==> src/design/ccl_pkg.sv <==
package ccl_pkg;

  // fixed field widths
  localparam int KEY_W    = 32;
  localparam int HANDLE_W = 32;
  localparam int ACT_W    = 2;
  localparam int STAT_W   = 2;
  localparam int CAP_W    = 5;

  localparam logic [CAP_W-1:0] CAP_RESET = 5'd16;

  typedef enum logic [ACT_W-1:0] {
    ACT_LOOKUP = 2'd0,
    ACT_INSERT = 2'd1,
    ACT_REMOVE = 2'd2
  } action_e;

  typedef enum logic [STAT_W-1:0] {
    ST_OK      = 2'd0,
    ST_INVALID = 2'd1,
    ST_FULL    = 2'd2
  } status_e;

  // result kinds loaded into the output register
  typedef enum logic [1:0] {
    RES_MISS,
    RES_HIT,
    RES_INVALID,
    RES_FULL
  } res_e;

  typedef enum logic [2:0] {
    S_IDLE,
    S_SEARCH,
    S_SHIFT,
    S_APPEND,
    S_FINISH
  } state_e;

  // controller to datapath
  typedef struct packed {
    logic start;
    logic scan;
    logic capture;
    logic shift_wr;
    logic append;
    logic dec;
    logic load;
    res_e res;
  } cmd_t;

  // datapath to controller
  typedef struct packed {
    action_e act;
    logic    handle_zero;
    logic    cnt_zero;
    logic    full;
    logic    match;
    logic    last;
    logic    rd_valid;
    logic    idx_end;
    logic    out_free;
  } sts_t;

endpackage

==> src/design/ccl_ram.sv <==
module ccl_ram #(
  parameter int WIDTH = 64,
  parameter int DEPTH = 16,
  localparam int AW = (DEPTH > 1) ? $clog2(DEPTH) : 1
) (
  input  logic             clk_i,
  input  logic             we_i,
  input  logic [AW-1:0]    waddr_i,
  input  logic [WIDTH-1:0] wdata_i,
  input  logic             re_i,
  input  logic [AW-1:0]    raddr_i,
  output logic [WIDTH-1:0] rdata_o
);

  logic [WIDTH-1:0] mem_q [DEPTH];
  logic [WIDTH-1:0] rdata_q;

  // one write port, one registered read port
  always_ff @(posedge clk_i) begin
    if (we_i) begin
      mem_q[waddr_i] <= wdata_i;
    end
    if (re_i) begin
      rdata_q <= mem_q[raddr_i];
    end
  end

  assign rdata_o = rdata_q;

endmodule

==> src/design/ccl_datapath.sv <==
module ccl_datapath import ccl_pkg::*; #(
  parameter int DEPTH = 16
) (
  input  logic                clk_i,
  input  logic                rst_ni,
  input  cmd_t                cmd_i,
  output sts_t                sts_o,
  input  logic [ACT_W-1:0]    action_i,
  input  logic [KEY_W-1:0]    key_i,
  input  logic [HANDLE_W-1:0] handle_in_i,
  input  logic                cfg_valid_i,
  output logic                cfg_ready_o,
  input  logic [CAP_W-1:0]    cfg_data_i,
  output logic                out_valid_o,
  input  logic                out_stall_i,
  output logic [STAT_W-1:0]   status_o,
  output logic                hit_o,
  output logic [HANDLE_W-1:0] handle_out_o
);

  localparam int CNT_W = $clog2(DEPTH + 1);
  localparam int AW    = (DEPTH > 1) ? $clog2(DEPTH) : 1;
  localparam int CW    = (CNT_W > CAP_W) ? CNT_W : CAP_W;
  localparam int ENT_W = KEY_W + HANDLE_W;

  logic [CAP_W-1:0]    cap_q;
  logic [CNT_W-1:0]    count_q, count_d;
  logic [CNT_W-1:0]    idx_q, idx_d;
  logic [CNT_W-1:0]    ridx_q;
  logic                rvalid_q;
  logic [KEY_W-1:0]    key_q;
  logic [HANDLE_W-1:0] handle_q;
  logic [HANDLE_W-1:0] found_q;
  logic                out_valid_q;
  logic [STAT_W-1:0]   status_q;
  logic                hit_q;
  logic [HANDLE_W-1:0] hout_q;

  logic                rd_issue;
  logic [CNT_W-1:0]    ridx_nxt, ridx_prev;
  logic                ram_we;
  logic [AW-1:0]       ram_waddr;
  logic [ENT_W-1:0]    ram_wdata, ram_rdata;
  logic [KEY_W-1:0]    rd_key;
  logic [HANDLE_W-1:0] rd_handle;

  // configuration register; write it only while idle, the block itself does not enforce this
  assign cfg_ready_o = 1'b1;

  always_ff @(posedge clk_i or negedge rst_ni) begin
    if (!rst_ni) begin
      cap_q <= CAP_RESET;
    end else if (cfg_valid_i) begin
      cap_q <= cfg_data_i;
    end
  end

  // entry store, key in the upper half
  ccl_ram #(
    .WIDTH(ENT_W),
    .DEPTH(DEPTH)
  ) u_ram (
    .clk_i  (clk_i),
    .we_i   (ram_we),
    .waddr_i(ram_waddr),
    .wdata_i(ram_wdata),
    .re_i   (rd_issue),
    .raddr_i(idx_q[AW-1:0]),
    .rdata_o(ram_rdata)
  );

  assign rd_key    = ram_rdata[ENT_W-1:HANDLE_W];
  assign rd_handle = ram_rdata[HANDLE_W-1:0];
  assign ridx_nxt  = ridx_q + CNT_W'(1);
  assign ridx_prev = ridx_q - CNT_W'(1);

  // scan pointer issues one read per cycle over the used entries
  assign rd_issue = cmd_i.scan && (idx_q < count_q);

  always_comb begin
    idx_d = idx_q;
    if (cmd_i.start) begin
      idx_d = '0;
    end else if (rd_issue) begin
      idx_d = idx_q + CNT_W'(1);
    end
  end

  // write port: append at the end or move an entry down by one
  always_comb begin
    ram_we    = 1'b0;
    ram_waddr = ridx_prev[AW-1:0];
    ram_wdata = ram_rdata;
    if (cmd_i.append) begin
      ram_we    = 1'b1;
      ram_waddr = count_q[AW-1:0];
      ram_wdata = {key_q, handle_q};
    end else if (cmd_i.shift_wr && rvalid_q) begin
      ram_we = 1'b1;
    end
  end

  always_comb begin
    count_d = count_q;
    if (cmd_i.append) begin
      count_d = count_q + CNT_W'(1);
    end else if (cmd_i.dec) begin
      count_d = count_q - CNT_W'(1);
    end
  end

  // control registers
  always_ff @(posedge clk_i or negedge rst_ni) begin
    if (!rst_ni) begin
      count_q     <= '0;
      idx_q       <= '0;
      rvalid_q    <= 1'b0;
      out_valid_q <= 1'b0;
    end else begin
      count_q  <= count_d;
      idx_q    <= idx_d;
      rvalid_q <= rd_issue;
      if (cmd_i.load) begin
        out_valid_q <= 1'b1;
      end else if (!out_stall_i) begin
        out_valid_q <= 1'b0;
      end
    end
  end

  // payload registers
  always_ff @(posedge clk_i) begin
    if (rd_issue) begin
      ridx_q <= idx_q;
    end
    if (cmd_i.start) begin
      key_q    <= key_i;
      handle_q <= handle_in_i;
    end
    if (cmd_i.capture) begin
      found_q <= rd_handle;
    end
    if (cmd_i.load) begin
      case (cmd_i.res)
        RES_HIT: begin
          status_q <= ST_OK;
          hit_q    <= 1'b1;
          hout_q   <= found_q;
        end
        RES_INVALID: begin
          status_q <= ST_INVALID;
          hit_q    <= 1'b0;
          hout_q   <= '0;
        end
        RES_FULL: begin
          status_q <= ST_FULL;
          hit_q    <= 1'b0;
          hout_q   <= '0;
        end
        default: begin
          status_q <= ST_OK;
          hit_q    <= 1'b0;
          hout_q   <= '0;
        end
      endcase
    end
  end

  // status back to the controller
  assign sts_o.act         = action_e'(action_i);
  assign sts_o.handle_zero = (handle_in_i == '0);
  assign sts_o.cnt_zero    = (count_q == '0);
  assign sts_o.full        = (CW'(count_q) >= CW'(cap_q)) || (count_q == CNT_W'(DEPTH));
  assign sts_o.match       = rvalid_q && (rd_key == key_q);
  assign sts_o.last        = rvalid_q && (ridx_nxt == count_q);
  assign sts_o.rd_valid    = rvalid_q;
  assign sts_o.idx_end     = (idx_q >= count_q);
  assign sts_o.out_free    = !out_valid_q || !out_stall_i;

  assign out_valid_o  = out_valid_q;
  assign status_o     = status_q;
  assign hit_o        = hit_q;
  assign handle_out_o = hout_q;

endmodule

==> src/design/ccl_ctrl.sv <==
module ccl_ctrl import ccl_pkg::*; (
  input  logic clk_i,
  input  logic rst_ni,
  input  logic in_valid_i,
  output logic in_stall_o,
  input  sts_t sts_i,
  output cmd_t cmd_o
);

  state_e  state_q, state_d;
  action_e act_q, act_d;
  res_e    res_q, res_d;

  always_ff @(posedge clk_i or negedge rst_ni) begin
    if (!rst_ni) begin
      state_q <= S_IDLE;
      act_q   <= ACT_LOOKUP;
      res_q   <= RES_MISS;
    end else begin
      state_q <= state_d;
      act_q   <= act_d;
      res_q   <= res_d;
    end
  end

  assign in_stall_o = (state_q != S_IDLE);

  always_comb begin
    state_d = state_q;
    act_d   = act_q;
    res_d   = res_q;
    cmd_o   = '0;
    cmd_o.res = res_q;
    unique case (state_q)
      // decode the accepted item, early outcomes go straight to finish
      S_IDLE: begin
        if (in_valid_i) begin
          cmd_o.start = 1'b1;
          act_d       = sts_i.act;
          unique case (sts_i.act) inside
            ACT_LOOKUP, ACT_REMOVE: begin
              if (sts_i.cnt_zero) begin
                res_d   = RES_MISS;
                state_d = S_FINISH;
              end else begin
                state_d = S_SEARCH;
              end
            end
            ACT_INSERT: begin
              if (sts_i.handle_zero) begin
                res_d   = RES_INVALID;
                state_d = S_FINISH;
              end else if (sts_i.full) begin
                res_d   = RES_FULL;
                state_d = S_FINISH;
              end else if (sts_i.cnt_zero) begin
                state_d = S_APPEND;
              end else begin
                state_d = S_SEARCH;
              end
            end
            default: begin
              res_d   = RES_INVALID;
              state_d = S_FINISH;
            end
          endcase
        end
      end
      // one compare per cycle, stop at the first match
      S_SEARCH: begin
        cmd_o.scan = 1'b1;
        if (sts_i.match) begin
          cmd_o.capture = 1'b1;
          res_d         = RES_HIT;
          state_d       = (act_q == ACT_REMOVE) ? S_SHIFT : S_FINISH;
        end else if (sts_i.last) begin
          res_d   = RES_MISS;
          state_d = (act_q == ACT_INSERT) ? S_APPEND : S_FINISH;
        end
      end
      // move later entries down until the read pipe drains
      S_SHIFT: begin
        cmd_o.scan     = 1'b1;
        cmd_o.shift_wr = 1'b1;
        if (!sts_i.rd_valid && sts_i.idx_end) begin
          cmd_o.dec = 1'b1;
          state_d   = S_FINISH;
        end
      end
      S_APPEND: begin
        cmd_o.append = 1'b1;
        res_d        = RES_MISS;
        state_d      = S_FINISH;
      end
      // wait for the output register
      S_FINISH: begin
        if (sts_i.out_free) begin
          cmd_o.load = 1'b1;
          state_d    = S_IDLE;
        end
      end
      default: begin
        state_d = S_IDLE;
      end
    endcase
  end

endmodule

==> src/design/compiled_code_lookup_table.sv <==
// channel   direction  handshake               payload
// in        input      in_valid_i / in_stall_o  action_i, key_i, handle_in_i
// out       output     out_valid_o / out_stall_i status_o, hit_o, handle_out_o
// cfg       input      cfg_valid_i / cfg_ready_o cfg_data_i (capacity)
//
// one item at a time: a rejected insert or unused action goes from decode
// straight to finish; the single read port of the entry store visits one
// entry per cycle during search and during the compaction after a remove.
// reset empties the table and sets capacity to 16; no clearing pass.
// a stalled result holds in the output register while the next item runs.
module compiled_code_lookup_table import ccl_pkg::*; #(
  parameter int DEPTH = 16
) (
  input  logic                clk_i,
  input  logic                rst_ni,
  input  logic                in_valid_i,
  output logic                in_stall_o,
  input  logic [ACT_W-1:0]    action_i,
  input  logic [KEY_W-1:0]    key_i,
  input  logic [HANDLE_W-1:0] handle_in_i,
  output logic                out_valid_o,
  input  logic                out_stall_i,
  output logic [STAT_W-1:0]   status_o,
  output logic                hit_o,
  output logic [HANDLE_W-1:0] handle_out_o,
  input  logic                cfg_valid_i,
  output logic                cfg_ready_o,
  input  logic [CAP_W-1:0]    cfg_data_i
);

  cmd_t cmd;
  sts_t sts;

  // sequencer
  ccl_ctrl u_ctrl (
    .clk_i     (clk_i),
    .rst_ni    (rst_ni),
    .in_valid_i(in_valid_i),
    .in_stall_o(in_stall_o),
    .sts_i     (sts),
    .cmd_o     (cmd)
  );

  // table storage, counters and result register
  ccl_datapath #(
    .DEPTH(DEPTH)
  ) u_dp (
    .clk_i       (clk_i),
    .rst_ni      (rst_ni),
    .cmd_i       (cmd),
    .sts_o       (sts),
    .action_i    (action_i),
    .key_i       (key_i),
    .handle_in_i (handle_in_i),
    .cfg_valid_i (cfg_valid_i),
    .cfg_ready_o (cfg_ready_o),
    .cfg_data_i  (cfg_data_i),
    .out_valid_o (out_valid_o),
    .out_stall_i (out_stall_i),
    .status_o    (status_o),
    .hit_o       (hit_o),
    .handle_out_o(handle_out_o)
  );

endmodule

==> config.mk <==
export PLATFORM = sky130hd
export DESIGN_NAME = compiled_code_lookup_table
export DESIGN_NICKNAME = d
export VERILOG_FILES = /design/src/design/ccl_pkg.sv /design/src/design/ccl_ram.sv /design/src/design/ccl_datapath.sv /design/src/design/ccl_ctrl.sv /design/src/design/compiled_code_lookup_table.sv
export SDC_FILE = /design/constraint.sdc
export NUM_CORES = 1
export LEC_CHECK = 0
export ABC_AREA = 1
export BUFFER_PORTS_ARGS = -buffer_cell sky130_fd_sc_hd__buf_4
export CAP_MARGIN = 20
export CORE_UTILIZATION = 62
export CTS_CLUSTER_DIAMETER = 60
export DETAILED_ROUTE_END_ITERATION = 8
export GPL_ROUTABILITY_DRIVEN = 0
export PLACE_DENSITY_LB_ADDON = 0.1
export SETUP_SLACK_MARGIN = 0.05
export SLEW_MARGIN = 25
export SYNTH_ARGS = -nofsm -noshare
export SYNTH_HDL_FRONTEND = slang
export SYNTH_SLANG_ARGS = --single-unit
==> constraint.sdc <==
create_clock -name clk_i -period 5.5 [get_ports clk_i]
set_input_delay 1.65 -clock clk_i [delete_from_list [all_inputs] [get_ports clk_i]]
set_output_delay 1.65 -clock clk_i [all_outputs]
set_load 0.005 [all_outputs]
==> results.sh <==
export IMPL_dr_pass1_iters=6
export IMPL_rr_startpoint="u_dp.idx_q[0]"
export IMPL_p_clk_share_pct=27.0
export IMPL_detailedPlacementHpwl_mm=61.3
export IMPL_min_from="u_dp.u_ram.rdata_o[12]"
export IMPL_final_setup_skew_ps=23.3
export IMPL_crit_arrival_ps=4190
export IMPL_power_density_normalized_to_cell_area_nw_per_um2=520
export IMPL_max_clock_freq_ghz=0.260
export IMPL_clkLatencyLatePin_ps=700
export IMPL_nNetsFinal=3747
export IMPL_synth_distinct_cells=38
export IMPL_rsz0062_at_grt="no"
export IMPL_layout_worst_path_cycle_share_pct=70.0
export IMPL_first_global_vias=29596
export IMPL_nFillCells=5186
export IMPL_grt_overflow_total=0
export IMPL_hold_end="u_dp.found_q[12]"
export IMPL_synth_flop_cell="sky130_fd_sc_hd__edfxtp_1"
export IMPL_initial_utilization_pct=63.0
export IMPL_post_cts_setup_buffer_count=0
export IMPL_synth_seq_cells=1248
export IMPL_pwr_share_comb_pct=25.8
export IMPL_wl_met3_mm=8.84
export IMPL_area_of_the_multi_input_gates_um2=10400
export IMPL_synth_enable_flop_cells=1224
export IMPL_total_negative_setup_slacks_ps=0
export IMPL_cts_resized_gates=0
export IMPL_routed_via_density=6.28
export IMPL_critical_path_startpoint_type="register"
export IMPL_timing_final_max_slew_violations=0
export IMPL_yosys_warnings=0
export IMPL_mostFrequentLayoutCells="sky130_fd_sc_hd__edfxtp_1 (1224), sky130_fd_sc_hd__nor2_1 (648), sky130_fd_sc_hd__nand2_1 (417), sky130_fd_sc_hd__o21ai_0 (282), sky130_fd_sc_hd__buf_4 (161)"
export IMPL_timing_final_hold_violations=0
export IMPL_layout_cells_non_filler=4793
export IMPL_drt_antenna_violating_nets=0
export IMPL_ios=114
export IMPL_drcViolationCount=0
export IMPL_syn_num_nets=3656
export IMPL_cts_num_sinks=1248
export IMPL_fin_hold_ws_ps=453
export IMPL_routed_wl_met2_mm=59.8
export IMPL_power_internal_mw=19.2
export IMPL_tritoncts="yes"
export IMPL_placementRows=102
export IMPL_finalSetupViolations=0
export IMPL_timing_critical_path_to_type="register"
export IMPL_regToRegEndpoint="u_dp.u_ram.rdata_o[32]"
export IMPL_synth_cells=3563
export IMPL_power_switching_mw=9.33
export IMPL_largest_net_degree_at_the_start_of_global_routing=250
export IMPL_wire_per_inst_um=25.0
export IMPL_slew_limit_headroom_pct=26.6
export IMPL_cts_buffers=120
export IMPL_cts_clk_slew_worst_paths_ps=60
export IMPL_layout_area_seq_um2=37400
export IMPL_slew_worst_pin_ps=1100
export IMPL_route_top_layer_used="met4"
export IMPL_synth_yosys_seq_area_share_pct=76.0
export IMPL_worstRegToRegCells=7
export IMPL_grtUsageTotal_pct=29.8
export IMPL_top_area_cell_type_share_of_the_netlist_area_pct=74.8
export IMPL_die_area_um2=80400
export IMPL_sw_frac_of_total_pct=32.7
export IMPL_number_of_antenna_violations_at_the_first_check_in_global_routing=1
export IMPL_crit_type="reg2reg"
export IMPL_dpl_cell_count=4571
export IMPL_routedLengthMet1_mm=47.5
export IMPL_timing_max_cap_violations=0
export IMPL_avgSynthCellArea_um2=13.8
export IMPL_layout_min_cycle_time_ps=3850
export IMPL_drt_iter0_drc=3651
export IMPL_pwr_share_seq_pct=47.2
export IMPL_synth_area_leader="sky130_fd_sc_hd__edfxtp_1"
export IMPL_outcome="finished clean"
export IMPL_async_flop_share_pct=1.92
export IMPL_regToRegSetupSlack_ps=1650
export IMPL_route_final_wire_length_mm=120
export IMPL_vias=30101
export IMPL_dieWidth_um=283
export IMPL_clk_root_buffer_cell="sky130_fd_sc_hd__clkbuf_16"
export IMPL_htree_levels=3
export IMPL_core_um2=78000
export IMPL_vdd_ir_drop_max_mv=0.479
export IMPL_timing_critical_path_fanout_max=192
export IMPL_place_port_buffers=112
export IMPL_wire_length_of_the_first_global_routing_pass_mm=179
export IMPL_cts_max_path_buffers=3
export IMPL_critPathRequiredTime_ps=5850
export IMPL_min_delay_path_depth=0
export IMPL_area_delta_synth_final_pct=11.8
export IMPL_synthesis_area_um2=49100
export IMPL_mostFrequentLayoutCell="sky130_fd_sc_hd__edfxtp_1"
export IMPL_hold_path_class="reg2reg"
export IMPL_power_leakage_nw=18.5
export IMPL_synthTopCellsByArea="sky130_fd_sc_hd__edfxtp_1 (75%), sky130_fd_sc_hd__nor2_1 (5.1%), sky130_fd_sc_hd__nand2_1 (3.2%)"
export IMPL_layout_drive_gt1_share_pct=10.5
export IMPL_post_cts_hold_fix_bufs=0
export IMPL_dieHeight_um=283
==> critical path, stage by stage (launching register included) <==
cell                       delay [ps]
sky130_fd_sc_hd__dfrtp_4          970
sky130_fd_sc_hd__clkinv_8         850
sky130_fd_sc_hd__ha_1             540
sky130_fd_sc_hd__nor3_1           180
sky130_fd_sc_hd__nor2_1            90
sky130_fd_sc_hd__nand2_1          230
sky130_fd_sc_hd__clkinv_2          90
sky130_fd_sc_hd__buf_4            350
==> layout make-up <==
class / instances / share of cell area (%)
tap: 1040 / 2.37
timing repair buffer: 180 / 2.92
inverter: 134 / 0.941
clock buffer: 145 / 5.64
antenna: 1 / 0.00456
multi-input combinational: 1970 / 19.0
clock inverter: 75 / 1.02
sequential: 1248 / 68.1
==> flip-flops by register name (all words and copies together), names as in the netlist, 2 cells and up <==
name,cells
u_dp.u_ram.mem_q,1024
u_dp.ridx_q,5
u_dp.cap_q,5
u_dp.status_o,2
u_dp.count_q,5
u_dp.handle_q,32
u_dp.u_ram.rdata_o,64
u_dp.found_q,32
u_ctrl.state_q,3
u_dp.key_q,32
u_ctrl.res_q,2
u_ctrl.act_q,2
u_dp.idx_q,5
u_dp.handle_out_o,32
==> cells by family after synthesis <==
group / count (synthesis) / share of synthesized area (%)
compound gates: 604 / 8.29
fa+ha+maj: 17 / 0.448
buf+inv: 345 / 3.00
other cells: 1 / 0.00763
simple gates: 1229 / 9.83
xor+xnor: 16 / 0.285
mux: 103 / 2.10
flops: 1248 / 76.0
==> worst max path at each step <==
stage / to / startpoint
detailed placement: u_ctrl.res_q[1] / handle_in_i[31]
global route: u_dp.u_ram.rdata_o[32] / u_dp.idx_q[0]
global placement: u_ctrl.res_q[1] / handle_in_i[31]
finish: u_dp.u_ram.rdata_o[32] / u_dp.idx_q[0]
floorplan: u_dp.idx_q[1] / in_valid_i
CTS: u_dp.u_ram.rdata_o[32] / u_dp.idx_q[0]
==> cells in the mapped netlist (2+ instances only) <==
| cell type | count |
|---|---|
| sky130_fd_sc_hd__o21ai_2 | 2 |
| sky130_fd_sc_hd__o21ai_1 | 11 |
| sky130_fd_sc_hd__nand4_1 | 5 |
| sky130_fd_sc_hd__buf_6 | 3 |
| sky130_fd_sc_hd__inv_2 | 9 |
| sky130_fd_sc_hd__o221ai_1 | 102 |
| sky130_fd_sc_hd__buf_4 | 19 |
| sky130_fd_sc_hd__inv_1 | 124 |
| sky130_fd_sc_hd__clkbuf_1 | 118 |
| sky130_fd_sc_hd__nor2_1 | 667 |
| sky130_fd_sc_hd__nand3_1 | 126 |
| sky130_fd_sc_hd__o211ai_1 | 26 |
| sky130_fd_sc_hd__a21oi_1 | 8 |
| sky130_fd_sc_hd__ha_1 | 16 |
| sky130_fd_sc_hd__o21bai_1 | 2 |
| sky130_fd_sc_hd__xnor2_1 | 7 |
| sky130_fd_sc_hd__nor3_1 | 7 |
| sky130_fd_sc_hd__o32ai_1 | 154 |
| sky130_fd_sc_hd__buf_2 | 64 |
| sky130_fd_sc_hd__nor3_2 | 2 |
| sky130_fd_sc_hd__o21ai_0 | 297 |
| sky130_fd_sc_hd__nor2_2 | 2 |
| sky130_fd_sc_hd__nand2_1 | 417 |
| sky130_fd_sc_hd__buf_1 | 7 |
| sky130_fd_sc_hd__xor2_1 | 9 |
| sky130_fd_sc_hd__dfrtp_1 | 23 |
| sky130_fd_sc_hd__mux2i_1 | 102 |
| sky130_fd_sc_hd__edfxtp_1 | 1224 |
==> power groups by stage <==
stage	Sequential, mW	Clock, mW	Combinational (mW)
after floorplan	13.4	0	5.13
after global placement	13.7	0	6.90
after detailed placement	13.7	0	7.30
after CTS	13.5	7.76	7.32
after global routing	13.6	8.13	8.12
final	13.5	7.70	7.37
==> metrics by stage <==
step / utilization (%) / setup WS [ps] / area [um^2] / power [mW]
after floorplan: - / 156 / 49100 / 18.5
after global placement: 65.5 / 1720 / 51100 / 20.6
after detailed placement: 65.7 / 1690 / 51200 / 21.0
after CTS: 70.3 / 1730 / 54900 / 28.6
after global routing: 70.4 / 1470 / 54900 / 29.8
final: 70.4 / 1650 / 54900 / 28.6
==> per-layer routing <==
layer	track usage (%)	vias up
met4	9.81	0
met2	49.9	1334
met3	3.86	234
met1	40.8	15202
met5	0	-
li1	-	13331
(Power assumes the default switching activity.)
